`src/rtl/jtl_pkg.sv`:
```
// Package for the JSON token lexer: word types, token and error codes,
// byte classes and the keyword tables. Depends on nothing.

package jtl_pkg;

	localparam int STRING_INDEX_BITS = 16;
	localparam int MAX_DIGITS = 19;

	localparam int IQ_DEPTH = 2;
	localparam int IQ_AW = $clog2(IQ_DEPTH);
	localparam int RESQ_DEPTH = 4;
	localparam int RESQ_AW = $clog2(RESQ_DEPTH);

	localparam logic [3:0] TK_TRUE = 4'd6;
	localparam logic [3:0] TK_FALSE = 4'd7;
	localparam logic [3:0] TK_NULL = 4'd8;
	localparam logic [3:0] TK_STRBYTE = 4'd9;
	localparam logic [3:0] TK_STREND = 4'd10;
	localparam logic [3:0] TK_NUMBER = 4'd11;
	localparam logic [3:0] TK_ERROR = 4'd12;
	localparam logic [3:0] TK_END = 4'd13;

	localparam logic [1:0] ERR_KEYWORD = 2'd0;
	localparam logic [1:0] ERR_UNKNOWN = 2'd1;
	localparam logic [1:0] ERR_OPEN_STRING = 2'd2;
	localparam logic [1:0] ERR_CUT_KEYWORD = 2'd3;

	localparam logic [3:0] CL_PUNCT = 4'd0;
	localparam logic [3:0] CL_KEY_T = 4'd1;
	localparam logic [3:0] CL_KEY_F = 4'd2;
	localparam logic [3:0] CL_KEY_N = 4'd3;
	localparam logic [3:0] CL_QUOTE = 4'd4;
	localparam logic [3:0] CL_DIGIT = 4'd5;
	localparam logic [3:0] CL_DOT = 4'd6;
	localparam logic [3:0] CL_SPACE = 4'd7;
	localparam logic [3:0] CL_OTHER = 4'd8;

	localparam logic [1:0] KW_TRUE = 2'd0;
	localparam logic [1:0] KW_FALSE = 2'd1;
	localparam logic [1:0] KW_NULL = 2'd2;

	typedef struct packed {
		logic       func;
		logic [7:0] char_byte;
	} item_t;

	typedef struct packed {
		logic [3:0]  token_kind;
		logic [7:0]  token_byte;
		logic [15:0] string_index;
		logic [63:0] number_mantissa;
		logic [4:0]  fraction_digits;
		logic        number_overflow;
		logic [1:0]  error_code;
		logic        last;
	} token_t;

	typedef struct packed {
		logic       func;
		logic [7:0] char_byte;
		logic [3:0] cls;
		logic [2:0] punct;
	} cls_item_t;

	typedef struct packed {
		logic [1:0] n;
		token_t     t0;
		token_t     t1;
	} res_wr_t;

	function automatic logic [3:0] classify(input logic [7:0] c);
		logic [3:0] r;
		unique case (c) inside
			8'h7b, 8'h7d, 8'h5b, 8'h5d, 8'h3a, 8'h2c: r = CL_PUNCT;
			8'h74: r = CL_KEY_T;
			8'h66: r = CL_KEY_F;
			8'h6e: r = CL_KEY_N;
			8'h22: r = CL_QUOTE;
			[8'h30:8'h39]: r = CL_DIGIT;
			8'h2e: r = CL_DOT;
			8'h20, 8'h09, 8'h0a, 8'h0b, 8'h0c, 8'h0d: r = CL_SPACE;
			default: r = CL_OTHER;
		endcase
		return r;
	endfunction

	function automatic logic [2:0] punct_kind(input logic [7:0] c);
		logic [2:0] r;
		unique case (c)
			8'h7b: r = 3'd0;
			8'h7d: r = 3'd1;
			8'h5b: r = 3'd2;
			8'h5d: r = 3'd3;
			8'h3a: r = 3'd4;
			default: r = 3'd5;
		endcase
		return r;
	endfunction

	function automatic logic [7:0] kw_char(input logic [1:0] sel, input logic [1:0] pos);
		logic [7:0] r;
		unique case ({sel, pos})
			{KW_TRUE, 2'd0}: r = 8'h72;
			{KW_TRUE, 2'd1}: r = 8'h75;
			{KW_TRUE, 2'd2}: r = 8'h65;
			{KW_FALSE, 2'd0}: r = 8'h61;
			{KW_FALSE, 2'd1}: r = 8'h6c;
			{KW_FALSE, 2'd2}: r = 8'h73;
			{KW_FALSE, 2'd3}: r = 8'h65;
			{KW_NULL, 2'd0}, {2'd3, 2'd0}: r = 8'h75;
			{KW_NULL, 2'd1}, {2'd3, 2'd1}: r = 8'h6c;
			{KW_NULL, 2'd2}, {2'd3, 2'd2}: r = 8'h6c;
			default: r = 8'h00;
		endcase
		return r;
	endfunction

	function automatic logic [2:0] kw_len(input logic [1:0] sel);
		return (sel == KW_FALSE) ? 3'd4 : 3'd3;
	endfunction

	function automatic logic [3:0] kw_kind(input logic [1:0] sel);
		logic [3:0] r;
		unique case (sel)
			KW_TRUE: r = TK_TRUE;
			KW_FALSE: r = TK_FALSE;
			default: r = TK_NULL;
		endcase
		return r;
	endfunction

endpackage

```
`src/rtl/json_token_lexer_core.sv`:
```
// Top level of the JSON token lexer: front end, back end and result queue.
// Uses jtl_pkg, jtl_front, jtl_back and jtl_resq.

// One text byte or end word is accepted per clock cycle while full is low.
// Each word is classified and registered in the front end's two-entry queue,
// then the back end's state machine handles it, writing zero, one or two
// tokens into a four-entry result queue, where they are registered before
// they can be popped. The back end takes a word only when the result queue
// has room for two tokens, so the sustained rate is one word per cycle as
// long as tokens are popped at one per cycle; words that make two tokens (a
// number closed by punctuation or an unknown byte, and an end word after an
// open token) need two pops to drain.

module json_token_lexer_core import jtl_pkg::*; (
	input  logic   clk,
	input  logic   arst_n,
	input  logic   push,
	output logic   full,
	input  item_t  item,
	output logic   empty,
	input  logic   pop,
	output token_t token
);

	logic      valid;
	cls_item_t citem;
	logic      take;
	logic      space;
	res_wr_t   wr;

	jtl_front u_front (
		.clk    (clk),
		.arst_n (arst_n),
		.push   (push),
		.full   (full),
		.item   (item),
		.valid  (valid),
		.citem  (citem),
		.take   (take)
	);

	jtl_back u_back (
		.clk    (clk),
		.arst_n (arst_n),
		.valid  (valid),
		.citem  (citem),
		.take   (take),
		.space  (space),
		.wr     (wr)
	);

	jtl_resq u_resq (
		.clk    (clk),
		.arst_n (arst_n),
		.wr     (wr),
		.space  (space),
		.empty  (empty),
		.pop    (pop),
		.token  (token)
	);

endmodule

```
`src/rtl/jtl_front.sv`:
```
// Front end of the JSON token lexer: accepts input words, classifies each
// byte and holds the classified words in a short queue. Uses jtl_pkg.

module jtl_front import jtl_pkg::*; (
	input  logic      clk,
	input  logic      arst_n,
	input  logic      push,
	output logic      full,
	input  item_t     item,
	output logic      valid,
	output cls_item_t citem,
	input  logic      take
);

	cls_item_t          q_q [IQ_DEPTH];
	logic [IQ_AW-1:0]   wp_q;
	logic [IQ_AW-1:0]   rp_q;
	logic [IQ_AW:0]     count_q;
	logic               wr;
	logic               rd;
	cls_item_t          entry;

	assign full = (count_q == (IQ_AW+1)'(IQ_DEPTH));
	assign valid = (count_q != '0);
	assign citem = q_q[rp_q];
	assign wr = push && !full;
	assign rd = take && valid;

	always_comb begin
		entry.func = item.func;
		entry.char_byte = item.char_byte;
		entry.cls = classify(item.char_byte);
		entry.punct = punct_kind(item.char_byte);
	end

	always_ff @(posedge clk or negedge arst_n) begin
		if (!arst_n) begin
			wp_q <= '0;
			rp_q <= '0;
			count_q <= '0;
		end else begin
			if (wr) begin
				wp_q <= wp_q + 1'b1;
			end
			if (rd) begin
				rp_q <= rp_q + 1'b1;
			end
			count_q <= count_q + (IQ_AW+1)'(wr) - (IQ_AW+1)'(rd);
		end
	end

	always_ff @(posedge clk) begin
		if (wr) begin
			q_q[wp_q] <= entry;
		end
	end

endmodule

```
`src/rtl/jtl_back.sv`:
```
// Back end of the JSON token lexer: the lexing state machine that turns
// classified words into up to two tokens each. Uses jtl_pkg.

module jtl_back import jtl_pkg::*; (
	input  logic      clk,
	input  logic      arst_n,
	input  logic      valid,
	input  cls_item_t citem,
	output logic      take,
	input  logic      space,
	output res_wr_t   wr
);

	localparam logic [2:0] MODE_IDLE = 3'd0;
	localparam logic [2:0] MODE_KEY = 3'd1;
	localparam logic [2:0] MODE_STR = 3'd2;
	localparam logic [2:0] MODE_INT = 3'd3;
	localparam logic [2:0] MODE_FRAC = 3'd4;
	localparam logic [2:0] MODE_ERR = 3'd5;

	logic [2:0]                   mode_q, mode_d;
	logic [1:0]                   sel_q, sel_d;
	logic [1:0]                   pos_q, pos_d;
	logic [63:0]                  mant_q, mant_d;
	logic [4:0]                   dig_q, dig_d;
	logic [4:0]                   frac_q, frac_d;
	logic                         ovf_q, ovf_d;
	logic [STRING_INDEX_BITS-1:0] cnt_q, cnt_d;

	token_t     t0, t1, num_tok, idle_tok;
	logic [1:0] n;
	logic       idle_has;
	logic [2:0] idle_mode;
	logic [1:0] idle_sel;
	logic [7:0] c;

	assign take = valid && space;
	assign c = citem.char_byte;

	always_comb begin
		num_tok = '0;
		num_tok.token_kind = TK_NUMBER;
		num_tok.number_mantissa = mant_q;
		num_tok.fraction_digits = frac_q;
		num_tok.number_overflow = ovf_q;

		idle_tok = '0;
		idle_has = 1'b0;
		idle_mode = MODE_IDLE;
		idle_sel = sel_q;
		unique case (citem.cls)
			CL_PUNCT: begin
				idle_has = 1'b1;
				idle_tok.token_kind = {1'b0, citem.punct};
			end
			CL_KEY_T: begin
				idle_mode = MODE_KEY;
				idle_sel = KW_TRUE;
			end
			CL_KEY_F: begin
				idle_mode = MODE_KEY;
				idle_sel = KW_FALSE;
			end
			CL_KEY_N: begin
				idle_mode = MODE_KEY;
				idle_sel = KW_NULL;
			end
			CL_QUOTE: idle_mode = MODE_STR;
			CL_SPACE: idle_mode = MODE_IDLE;
			CL_DIGIT: idle_mode = MODE_INT;
			default: begin
				idle_has = 1'b1;
				idle_tok.token_kind = TK_ERROR;
				idle_tok.error_code = ERR_UNKNOWN;
				idle_mode = MODE_ERR;
			end
		endcase
	end

	always_comb begin
		mode_d = mode_q;
		sel_d = sel_q;
		pos_d = pos_q;
		mant_d = mant_q;
		dig_d = dig_q;
		frac_d = frac_q;
		ovf_d = ovf_q;
		cnt_d = cnt_q;
		t0 = '0;
		t1 = '0;
		n = 2'd0;
		if (take) begin
			if (citem.func) begin
				t1.token_kind = TK_END;
				n = 2'd2;
				if (mode_q == MODE_KEY) begin
					t0.token_kind = TK_ERROR;
					t0.error_code = ERR_CUT_KEYWORD;
				end else if (mode_q == MODE_STR) begin
					t0.token_kind = TK_ERROR;
					t0.error_code = ERR_OPEN_STRING;
				end else if (mode_q == MODE_INT || mode_q == MODE_FRAC) begin
					t0 = num_tok;
				end else begin
					t0 = t1;
					t1 = '0;
					n = 2'd1;
				end
				mode_d = MODE_IDLE;
				sel_d = '0;
				pos_d = '0;
				mant_d = '0;
				dig_d = '0;
				frac_d = '0;
				ovf_d = 1'b0;
				cnt_d = '0;
			end else begin
				unique case (mode_q)
					MODE_KEY: begin
						n = 2'd1;
						if (c != kw_char(sel_q, pos_q)) begin
							t0.token_kind = TK_ERROR;
							t0.error_code = ERR_KEYWORD;
							mode_d = MODE_ERR;
						end else if ({1'b0, pos_q} + 3'd1 >= kw_len(sel_q)) begin
							t0.token_kind = kw_kind(sel_q);
							mode_d = MODE_IDLE;
							pos_d = '0;
						end else begin
							n = 2'd0;
							pos_d = pos_q + 2'd1;
						end
					end
					MODE_STR: begin
						n = 2'd1;
						if (citem.cls == CL_QUOTE) begin
							t0.token_kind = TK_STREND;
							t0.string_index = 16'(cnt_q);
							cnt_d = cnt_q + 1'b1;
							mode_d = MODE_IDLE;
						end else begin
							t0.token_kind = TK_STRBYTE;
							t0.token_byte = c;
						end
					end
					MODE_INT, MODE_FRAC: begin
						if (citem.cls == CL_DIGIT) begin
							if (dig_q < 5'(MAX_DIGITS)) begin
								mant_d = (mant_q << 3) + (mant_q << 1) + 64'(c[3:0]);
								dig_d = dig_q + 5'd1;
								if (mode_q == MODE_FRAC) begin
									frac_d = frac_q + 5'd1;
								end
							end else begin
								ovf_d = 1'b1;
								if (mode_q == MODE_INT) begin
									mant_d = '1;
								end
							end
						end else if (citem.cls == CL_DOT && mode_q == MODE_INT) begin
							mode_d = MODE_FRAC;
						end else begin
							t0 = num_tok;
							t1 = idle_tok;
							n = idle_has ? 2'd2 : 2'd1;
							mant_d = '0;
							dig_d = '0;
							frac_d = '0;
							ovf_d = 1'b0;
							mode_d = idle_mode;
							sel_d = idle_sel;
							pos_d = '0;
						end
					end
					MODE_IDLE: begin
						t0 = idle_tok;
						n = idle_has ? 2'd1 : 2'd0;
						mode_d = idle_mode;
						sel_d = idle_sel;
						pos_d = '0;
						if (citem.cls == CL_DIGIT) begin
							mant_d = 64'(c[3:0]);
							dig_d = 5'd1;
							frac_d = '0;
							ovf_d = 1'b0;
						end
					end
					default: mode_d = mode_q;
				endcase
			end
		end
		if (n == 2'd1) begin
			t0.last = 1'b1;
		end
		if (n == 2'd2) begin
			t1.last = 1'b1;
		end
	end

	assign wr.n = n;
	assign wr.t0 = t0;
	assign wr.t1 = t1;

	always_ff @(posedge clk or negedge arst_n) begin
		if (!arst_n) begin
			mode_q <= MODE_IDLE;
			sel_q <= '0;
			pos_q <= '0;
			mant_q <= '0;
			dig_q <= '0;
			frac_q <= '0;
			ovf_q <= 1'b0;
			cnt_q <= '0;
		end else begin
			mode_q <= mode_d;
			sel_q <= sel_d;
			pos_q <= pos_d;
			mant_q <= mant_d;
			dig_q <= dig_d;
			frac_q <= frac_d;
			ovf_q <= ovf_d;
			cnt_q <= cnt_d;
		end
	end

	assert property (@(posedge clk) disable iff (!arst_n)
		take && citem.func |=> mode_q == MODE_IDLE && cnt_q == '0)
		else $error("End word did not return the lexer to its start state.");

	assert property (@(posedge clk) disable iff (!arst_n)
		take && citem.func |-> wr.n != 2'd0)
		else $error("End word produced no token.");

	assert property (@(posedge clk) disable iff (!arst_n)
		mode_q == MODE_ERR && take && !citem.func |-> wr.n == 2'd0)
		else $error("Token produced while in error mode.");

endmodule

```
`src/rtl/jtl_resq.sv`:
```
// Result queue of the JSON token lexer: takes up to two tokens a cycle from
// the back end and hands out one token a cycle on pop. Uses jtl_pkg.

module jtl_resq import jtl_pkg::*; (
	input  logic    clk,
	input  logic    arst_n,
	input  res_wr_t wr,
	output logic    space,
	output logic    empty,
	input  logic    pop,
	output token_t  token
);

	token_t             q_q [RESQ_DEPTH];
	logic [RESQ_AW-1:0] wp_q;
	logic [RESQ_AW-1:0] rp_q;
	logic [RESQ_AW:0]   count_q;
	logic               rd;

	assign empty = (count_q == '0);
	assign space = (count_q <= (RESQ_AW+1)'(RESQ_DEPTH - 2));
	assign token = q_q[rp_q];
	assign rd = pop && !empty;

	always_ff @(posedge clk or negedge arst_n) begin
		if (!arst_n) begin
			wp_q <= '0;
			rp_q <= '0;
			count_q <= '0;
		end else begin
			wp_q <= wp_q + RESQ_AW'(wr.n);
			if (rd) begin
				rp_q <= rp_q + 1'b1;
			end
			count_q <= count_q + (RESQ_AW+1)'(wr.n) - (RESQ_AW+1)'(rd);
		end
	end

	always_ff @(posedge clk) begin
		if (wr.n != 2'd0) begin
			q_q[wp_q] <= wr.t0;
		end
		if (wr.n == 2'd2) begin
			q_q[wp_q + 1'b1] <= wr.t1;
		end
	end

	assert property (@(posedge clk) disable iff (!arst_n)
		count_q <= (RESQ_AW+1)'(RESQ_DEPTH))
		else $error("Result queue count out of range.");

	assert property (@(posedge clk) disable iff (!arst_n)
		wr.n != 2'd0 |-> count_q <= (RESQ_AW+1)'(RESQ_DEPTH - 2))
		else $error("Tokens written without room for two.");

	assert property (@(posedge clk) disable iff (!arst_n)
		rd && wr.n == 2'd0 |=> count_q == $past(count_q) - 1'b1)
		else $error("Pop did not free a queue entry.");

endmodule
```
`config.mk`:
```
export PLATFORM = sky130hd
export DESIGN_NAME = json_token_lexer_core
export DESIGN_NICKNAME = d
export VERILOG_FILES = /design/src/rtl/jtl_pkg.sv /design/src/rtl/json_token_lexer_core.sv /design/src/rtl/jtl_front.sv /design/src/rtl/jtl_back.sv /design/src/rtl/jtl_resq.sv
export SDC_FILE = /design/constraint.sdc
export NUM_CORES = 1
export LEC_CHECK = 0
export BUFFER_PORTS_ARGS = -buffer_cell sky130_fd_sc_hd__buf_4
export CAP_MARGIN = 20
export CELL_PAD_IN_SITES_DETAIL_PLACEMENT = 1
export CELL_PAD_IN_SITES_GLOBAL_PLACEMENT = 2
export CORE_MARGIN = 2
export CORE_UTILIZATION = 36
export CTS_BUF_LIST = sky130_fd_sc_hd__clkbuf_8 sky130_fd_sc_hd__clkbuf_16
export DETAILED_ROUTE_END_ITERATION = 7
export PLACE_DENSITY_LB_ADDON = 0.12
export SYNTH_ARGS = -nofsm -noshare
export SYNTH_HDL_FRONTEND = slang
export SYNTH_SLANG_ARGS = --single-unit
export TNS_END_PERCENT = 5
```
`constraint.sdc`:
```
create_clock -name clk -period 4 [get_ports clk]
set_clock_uncertainty 0.2 [all_clocks]
set_input_delay 0.8 -clock clk [delete_from_list [all_inputs] [get_ports clk]]
set_output_delay 0.8 -clock clk [all_outputs]
set_load 0.05 [all_outputs]
```
==> After elaboration in Yosys (flattened, before gate mapping) <==
Memory sizes are Yosys's and may differ from the RTL's.
Cells that the tools add are included.
{ "classes": {"addsub": 16, "magnitude_cmp": 5, "n_eq_ne": 44, "mux": 107, "reduce_logical": 35} }
{ "ops": {"columns": ["op", "count"], "rows": [
  ["$mux W101", 12],
  ["$mux W64", 6],
  ["$mux W94", 2],
  ["$pmux W64 S2", 1],
  ["$mux W100", 1],
  ["$mux W70", 1],
  ["$add A64 B4 Y64", 1],
  ["$add A64 B64 Y64", 1],
  ["$mux W16", 4],
  ["$eq A8 B7 Y1 const B", 7],
  ["$mux W5", 10],
  ["$pmux W24 S2", 1],
  ["$eq A8 B4 Y1 const B", 5],
  ["$eq A8 B6 Y1 const B", 5],
  ["$mux W2", 20],
  ["$mux W8", 4],
  ["$pmux W4 S8", 1],
  ["$reduce_and A5 Y1", 5],
  ["$pmux W3 S4", 2],
  ["$mux W3", 7],
  ["$pmux W5 S2", 2],
  ["$mux W1", 19],
  ["$reduce_or A6 Y1", 3],
  ["$add A16 B1 Y16 const B", 1],
  ["52 further kinds", 86]
]} }
{ "totals": {"reg_bits": 109, "ramBits": 436, "mem_bits_ro": 112, "in_bits": 13, "output_inout_bits": 103, "n_memories": 3} }
{ "mem_list": {"columns": ["name", "words", "word_bits", "rd", "rd_ports_with_merged_regs", "write_ports", "line_no", "rtl"], "rows": [
  ["u_resq.q_q", 4, 101, 1, 0, 2, "jtl_resq.sv:14", "token_t q_q [RESQ_DEPTH];"],
  ["(no name shown)", 16, 7, 1, 0, 0, "jtl_pkg.sv:102", "unique case ({sel, pos})"],
  ["u_front.q_q", 2, 16, 1, 0, 1, "jtl_front.sv:15", "cls_item_t q_q [IQ_DEPTH];"]
]} }

==> Longest topological paths before layout <==
Gate-level depths: netlist of the first run.
{ "depth": {"ltp_word": 12, "ltp_mapped": 19} }

==> Cells and area by module <==
A second synthesis of the first run with hierarchy kept.
{ "unflattened": {"hier_cells": 2562, "hier_area_um2": 33507.1} }
{ "modules_own_cells": {"columns": ["module", "instances", "cells_per_inst", "area_each_um2"], "rows": [
  ["jtl_resq", 1, 1018, 20627.3],
  ["jtl_back", 1, 1425, 11174.5],
  ["jtl_front", 1, 119, 1705.4]
]} }

==> Least setup slack after synthesis of the first run <==
Ideal clock, no wire load.
{ "synth_path": {"kind": "reg-to-reg", "start": "register u_front.rp_q", "end": "register u_back.mant_q[58]", "t_arrival_ns": 4.066, "path_slack_ns": -0.387, "stages_incl_launch_ff": 20, "path_buffers": 3, "synth_period_minus_slack_ns": 4.387, "cell_sequence": "dfrtp_1 -> buf_4 -> buf_6 -> buf_6 -> mux2i_4 -> inv_1 -> ha_1 -> ha_1 -> inv_1 -> fa_1 -> nand2b_1 -> a21oi_1 -> o21a_1 -> o21ai_2 -> a21oi_1 -> or4b_4 -> a221oi_4 -> o21ai_2 -> a2111o_1 -> a32o_1"} }
{ "synth_between": {"elab_chain_len": 6, "word_cells_on_any_way": 14, "cone_classes": "1 x add/sub; 5 x eq/ne; 4 x mux; 3 x reduce/logical; 1 x memory"} }
{ "synth_rtl": {"columns": ["item", "line_no", "rtl"], "rows": [
  ["start: declaration", "jtl_front.sv:17", "logic [IQ_AW-1:0] rp_q;"],
  ["start signal: assignment", "jtl_front.sv:46", "rp_q <= rp_q + 1'b1;"],
  ["$mem_v2 Z2 W16 *", null, null],
  ["$add A64 B4 Y64", "jtl_back.sv:149", "mant_d = (mant_q << 3) + (mant_q << 1) + 64'(c[3:0]);"],
  ["$mux W64", "jtl_back.sv:148", "if (dig_q < 5'(MAX_DIGITS)) begin"],
  ["$mux W64", "jtl_back.sv:147", "if (citem.cls == CL_DIGIT) begin"],
  ["$pmux W64 S2", "jtl_back.sv:118", "unique case (mode_q)"],
  ["$mux W64", "jtl_back.sv:93", "if (citem.func) begin"],
  ["end signal: assignment", "jtl_back.sv:218", "mant_q <= mant_d;"],
  ["end: declaration", "jtl_back.sv:24", "logic [63:0] mant_q, mant_d;"]
]} }
Every way passes the cells marked *; elsewhere a longest branch is shown, timed or not.
A chain may end at the register's enable or synchronous reset.

==> Worst setup path in the final report of the first run <==
Same ends and word-level chain as after synthesis.

==> metrics.md, run 1 <==
| Metric | Value |
|---|---|
| Pwr/cell area | 602 nW/um2 |
| Min cycle time layout | 4100 ps |
| Syn_nets | 3336 |
| Max-slew violations | 0 |
| WL final | 97700 um |
| Compound-cell area share of the yosys netlist | 16.2% |
| Post-Synth XOR/XNOR Area | 2.55% |
| Number of H-tree levels | 3 |
| Worst Path Max Fanout | 4 |
| Worst r2r dst | u_back.mant_q[58] |
| Die width | 285 um |
| Mean Syn Cell Area | 8.97 um2 |
| Critical Path AT | 4400 ps |
| Via count | 24600 |
| Post-layout instance count excluding filler cells | 4422 |
| CTS buffer count | 67 |
| HP Class | input pin to async pin |
| Root Driver | clkbuf_16 |
| Num rows | 103 |
| Die H | 285 um |
| Ranking of synthesized cells by area | dfxtp_1 27%, dfrtp_1 9.6%, mux4_2 8.0% |
| Antenna Cells | 0 |
| DP Cell Count | 4293 |
| Kind of critical path | register to register |
| Max-cap violation count | 0 |
| Flop2flop setup slack | -100 ps |
| Static Leak | 13.8 nW |
| Reg area | 12000 um2 |
| Worst-Margin Slew | 975 ps |
| # nets final | 3476 |
| Area Growth Syn to Fin | 19.8% |
| Status | finished with violations |
| Post-synth top area share | 26.7% |
| RSZ-0062 raised after global routing | yes |
| Clock Latency Late Sink | 610 ps |
| Unique masters post-synth | 89 |
| Cell taking the most area after synthesis | dfxtp_1 |
| Share of cells above drive strength 1 | 19.8% |
| Clk slew on worst S/H paths | 60 ps |
| # hold bufs at CTS | 0 |
| Post-synth EDFFs | 56 |
| Main combinational cell family by area after synthesis | simple AND/OR/NAND/NOR gates |
| VDD IR-drop max | 0.374 mV |
| Mux cell area share after synthesis | 9.15% |
| Reg2reg start | u_front.rp_q |
| Synth Area in Simple Gates | 19.3% |
| Multi-input gate area | 15600 um2 |
| Initial Util | 36.2% |
| Critical Path Source Type | register |
| Largest net degree at the start of global routing | 96 |
| GRT overflow | 0 |
| Warnings from Yosys | 0 |
| Post-Synthesis Cell Area | 28500 um2 |
| Asr flop ratio synth | 20.0% |
| Die ar. | 81500 um2 |
| CTS tree | yes |
| CTS sink cnt | 545 |
| Ports | 116 |
| Vias per inst | 5.56 |
| Req. time, crit path | 4300 ps |
| First-pass GRT wire length | 154000 um |
| First-pass DRT Iterations | 5 |
| Fin crit share | 102% |
| DRC | 0 |
| Routed length per instance | 22.1 um |
| Post-DP HPWL | 66200 um |
| Global-route usage over all layers | 23.9% |
| Drt initial violations | 1316 |
| Endpoints failing hold | 0 |
| Final ANT Viol Nets | 0 |
| Cells on worst reg2reg path | 17 |
| Synth Register Bits | 545 |
| Deepest clock path buffer count | 3 |
| Crit. End Element | register |
| Final setup violation count | 2 |
| Failing checks | negative setup slack |
| Setup WS post-layout | -98.3 ps |
| Post-Syn Instances | 3180 |
| Sequential area share after synthesis | 42.1% |
| Placeable Area | 78700 um2 |
| PortBufs | 115 |
| Synth Area in Adders | 6.35% |
| Rel. slew slack | 34.6% |
| Vias in the first global route | 26600 |
| Main synth FF type | dfxtp_1 |
| GP Congestion | 0.849 |
| Hold slack | 19.2 ps |
| Fillers | 8944 |
| Setup tns final | -137 ps |
| Peak Freq | 0.244 GHz |
| Antenna violations before repair | 0 |
-- synth_stat cells (11+ instances only) --
| master | n |
|---|---|
| nor2b_1 | 13 |
| nor2_1 | 122 |
| and3_1 | 13 |
| nand3_1 | 314 |
| a211oi_1 | 11 |
| mux4_2 | 101 |
| o21ai_0 | 304 |
| dfxtp_1 | 380 |
| dfrtp_1 | 109 |
| or2_2 | 65 |
| buf_1 | 26 |
| xnor2_1 | 48 |
| inv_1 | 41 |
| a21o_1 | 35 |
| a31oi_1 | 15 |
| o22ai_1 | 23 |
| clkbuf_1 | 152 |
| o211ai_1 | 12 |
| xor2_1 | 35 |
| or2_1 | 15 |
| a21oi_1 | 305 |
| edfxtp_1 | 56 |
| o21a_1 | 13 |
| nor3_1 | 32 |
| ha_1 | 140 |
| buf_2 | 52 |
| nand2b_1 | 17 |
| mux2i_1 | 21 |
| nand2_1 | 499 |
| nand4_1 | 26 |
-- metrics by stage --
step | instance area (um2) | setup WS (ps) | utilization, % | total power, mW
2_1_floorplan | 28600 | -300 | - | 11.2
3_3_place_gp | 31700 | -208 | 40.2 | 14.3
3_5_place_dp | 31700 | -346 | 40.2 | 14.5
4_1_cts | 34000 | -99.8 | 43.1 | 20.8
5_1_grt | 34200 | -218 | 43.4 | 21.6
6_report | 34200 | -98.3 | 43.4 | 20.6
-- sequential cells by signal (all words and copies together) (netlist names), 3 cells and up --
name            cells
u_back.mode_q       3
u_resq.count_q      3
u_back.dig_q        5
u_back.frac_q       5
u_back.cnt_q       16
u_back.mant_q      64
u_resq.q_q        404
u_front.q_q        32
-- per-layer routing --
layer	vias up	track usage, %	share of wire [%]
met1	12400	30.7	45
met2	401	41.6	49
li1	11700	-	-
met3	150	3.60	3.4
met4	0	6.66	2.6
met5	-	0	0
-- power breakdown --
part | switching (mW) | leakage [nW] | internal (mW) | total [mW]
Sequential | 0.462 | 5.06 | 6.03 | 6.49
Clock | 2.50 | 1.18 | 3.66 | 6.16
Combinational | 5.22 | 7.59 | 2.71 | 7.93
Total | 8.18 | 13.8 | 12.4 | 20.6
-- critical path, cell delays in order (launching register included) --
cell	delay, ps
dfrtp_2	460
buf_6	130
mux2i_4	240
inv_2	80
ha_4	170
ha_4	160
inv_2	50
fa_2	200
nand2b_4	140
a21oi_4	60
o21a_1	220
o21ai_4	200
a21oi_4	110
or4b_4	510
a221oi_4	340
o21ai_2	100
a2111o_1	370
a32o_1	260
-- cell families (layout without fill, tap and decap cells) --
family,Yosys count,in the layout
flops,545,545
xor+xnor,83,83
simple gates,1183,1183
compound gates,808,808
buf+inv,287,479
fa+ha+maj,143,143
mux,131,131
-- area by class of cell --
class                   instances  area share (%)
well taps                    1050            3.84
clock inverters                40           0.926
repair buffers                317            8.39
multi-input cells            2348            45.6
clock buffers                  81            5.60
flip-flops and latches        545            35.2
inverters                      41           0.450
-- worst max path at each step --
stage / startpoint / to / slack, ps / cells after the start
after CTS: u_front.rp_q / u_back.mant_q[58] / -100 / 17
after detailed placement: u_front.rp_q / u_back.mant_q[58] / -350 / 17
after global routing: u_front.rp_q / u_back.mant_q[58] / -220 / 17
final: u_front.rp_q / u_back.mant_q[58] / -100 / 17
after global placement: u_front.rp_q / u_back.mant_q[58] / -210 / 17
after floorplan: u_front.rp_q / u_back.mant_q[58] / -300 / 19
-- timing repair --
action,in CTS,in global routing
buffers inserted,3,6
pin swaps,7,10
endpoints found under the setup margin,15,102
endpoints found under the hold margin,0,0
gates cloned,0,0
resized for setup,9,36
-- cells in the final DEF (no fill, tap or decap), types with 35 or more instances in the layout --
| master | instances |
|---|---|
| buf_4 | 276 |
| a21oi_1 | 297 |
| ha_1 | 137 |
| dfxtp_1 | 380 |
| buf_12 | 38 |
| nand3_1 | 314 |
| inv_1 | 59 |
| edfxtp_1 | 56 |
| or2_2 | 65 |
| o21ai_0 | 299 |
| nor2_1 | 121 |
| a21o_1 | 35 |
| xnor2_1 | 48 |
| dfrtp_1 | 106 |
| clkbuf_16 | 71 |
| mux4_2 | 101 |
| nand2_1 | 498 |
Note: power is estimated with default switching activity, not from simulation.
==> run 2, diff against run 1 <==
Settings changed: CORE_UTILIZATION 36 to 42.
Clock period 4 ns to 4.95 ns, I/O delays scaled along.
==> run 2 against run 1 <==
The flow now finishes without violations. Hold slack better by 160 ps. Die area is 14% lower. Core utilization is 4.6 points higher.
==> metrics.md, run 2 (synthesized netlist as in run 1, its figures left out) <==
| Metric | Value |
|---|---|
| Status | finished, final reports clean |
| Kind of critical path | register to register |
| Pwr/cell area | 478 nW/um2 |
| Via count | 24000 |
| Post-DP HPWL | 60600 um |
| PortBufs | 115 |
| Deepest clock path buffer count | 3 |
| DRC | 0 |
| Number of H-tree levels | 2 |
| Most common cell after layout, fill and taps aside | nand2_1 |
| Flop2flop setup slack | 350 ps |
| Sw power | 6.27 mW |
| Clock Latency Late Sink | 650 ps |
| Peak Freq | 0.217 GHz |
| Most frequent cells in the layout | 499 x nand2_1, 380 x dfxtp_1, 314 x nand3_1, 305 x a21oi_1, 303 x o21ai_0 |
| Largest net degree at the start of global routing | 108 |
| GRT overflow | 0 |
| Routed length per instance | 22.2 um |
| Switching Share | 40.7% |
| Die width | 265 um |
| # hold bufs at CTS | 0 |
| Final setup violation count | 0 |
| Int Pwr | 9.15 mW |
| Endpoints failing hold | 0 |
| GP Congestion | 0.857 |
| Critical Path Source Type | register |
| Seq pwr share | 34.6% |
| Die H | 265 um |
| Final ANT Viol Nets | 0 |
| Worst-Margin Slew | 1070 ps |
| Worst Path Max Fanout | 4 |
| Combinational share of power | 36.2% |
| Max-slew violations | 0 |
| Critical Path AT | 4930 ps |
| CTS buffer count | 61 |
| # nets final | 3336 |
| Fin crit share | 92.9% |
| Static Leak | 12.9 nW |
| Postcts setup bufs | 0 |
| Share of cells above drive strength 1 | 15.3% |
| Req. time, crit path | 5280 ps |
| Num rows | 95 |
| Vias per inst | 5.84 |
| Clk pwr share | 29.3% |
| Initial Util | 42.5% |
| Placeable Area | 67200 um2 |
| Most flop-heavy register | u_resq.q_q |
| Area Growth Syn to Fin | 13.0% |
| First-pass GRT wire length | 145000 um |
| Hold slack | 184 ps |
| Root Driver | clkbuf_16 |
| Largest register FFs | 404 |
| Crit. End Element | register |
| VDD IR-drop max | 0.333 mV |
| Quantity of gates resized following cts | 0 |
| Die ar. | 70000 um2 |
| Max-cap violation count | 0 |
| Antenna violations before repair | 0 |
| CTS tree | yes |
| Top Registers | u_resq.q_q: 404 flops, u_back.mant_q: 64 flops, u_front.q_q: 32 flops |
| Global-route usage over all layers | 25.9% |
| Antenna Cells | 0 |
| Clk slew on worst S/H paths | 60 ps |
| HP Class | input pin to async pin |
| Vias in the first global route | 25500 |
| WL final | 91100 um |
| Drt initial violations | 1141 |
| Rel. slew slack | 28.4% |
| First-pass DRT Iterations | 5 |
| Ports | 116 |
| CTS sink cnt | 545 |
| Min cycle time layout | 4600 ps |
| Setup tns final | 0 ps |
| RSZ-0062 raised after global routing | no |
-- run 2: changes by cell type in the layout (fill, tap and decap cells not counted), sizes merged --
cell / change
buf: -134
bufinv: -4
clkbuf: +1
clkinv: +3
inv: -6
-- run 2: stage by stage --
stage | total power [mW] | utilization (%) | setup WS, ps | instance area [um2] | instances
after floorplan | 9.02 | - | 563 | 28500 | 3180
after global placement | 10.9 | 45.0 | 547 | 30200 | 3990
after detailed placement | 11.0 | 45.0 | 383 | 30200 | 3990
after CTS | 15.6 | 48.0 | 358 | 32200 | 4105
after global routing | 16.2 | 48.0 | 96.3 | 32200 | 4105
final | 15.4 | 48.0 | 349 | 32200 | 4105
-- run 2: per-layer routing --
metal / part of all wire [%] / up-vias / track usage [%]
met5: 0 / - / 0
met4: 2.3 / 0 / 7.17
met3: 3.0 / 131 / 2.91
met2: 50 / 362 / 46.5
met1: 44 / 12100 / 32.9
li1: - / 11400 / -
-- run 2: worst paths after layout --
path / end / startpoint / depth (start not counted)
max in group asynchronous: u_resq.rp_q[1] / arst_n / 2
worst min-delay path: u_back.mant_q[19] / arst_n / 1
worst min register to register: u_resq.q_q[3][77] / u_resq.q_q[3][77] / 2
worst max register to register: u_back.mant_q[60] / u_front.rp_q / 16
worst max-delay path: u_back.mant_q[60] / u_front.rp_q / 16
min in group clk: u_resq.q_q[3][77] / u_resq.q_q[3][77] / 2
-- run 2: power by group through the flow --
stage / clock network, mW / registers (mW) / logic (mW)
2_1_floorplan: 0 / 5.11 / 3.91
3_3_place_gp: 0 / 5.40 / 5.48
3_5_place_dp: 0 / 5.43 / 5.59
4_1_cts: 4.61 / 5.34 / 5.61
5_1_grt: 4.78 / 5.39 / 6.05
6_report: 4.51 / 5.33 / 5.58
-- run 2: final cells by class --
class	count	area (um2)
well taps	873	1090
inverters	41	154
multi-input cells	2348	15400
flip-flops and latches	545	12000
fillers	7624	34900
clock buffers	82	1820
clock inverters	33	191
repair buffers	183	1600
-- run 2: critical path, stage by stage (launching register included) --
cell      delay [ps]
dfrtp_1          520
mux2i_4          300
inv_1             80
ha_1             300
ha_1             250
inv_1             80
fa_1             210
nand2b_1         150
a21oi_1          100
o21a_1           250
o21ai_2          250
a21oi_1          170
or4b_4           560
a221oi_4         300
o31ai_1          190
a2111o_1         450
o211a_1          130
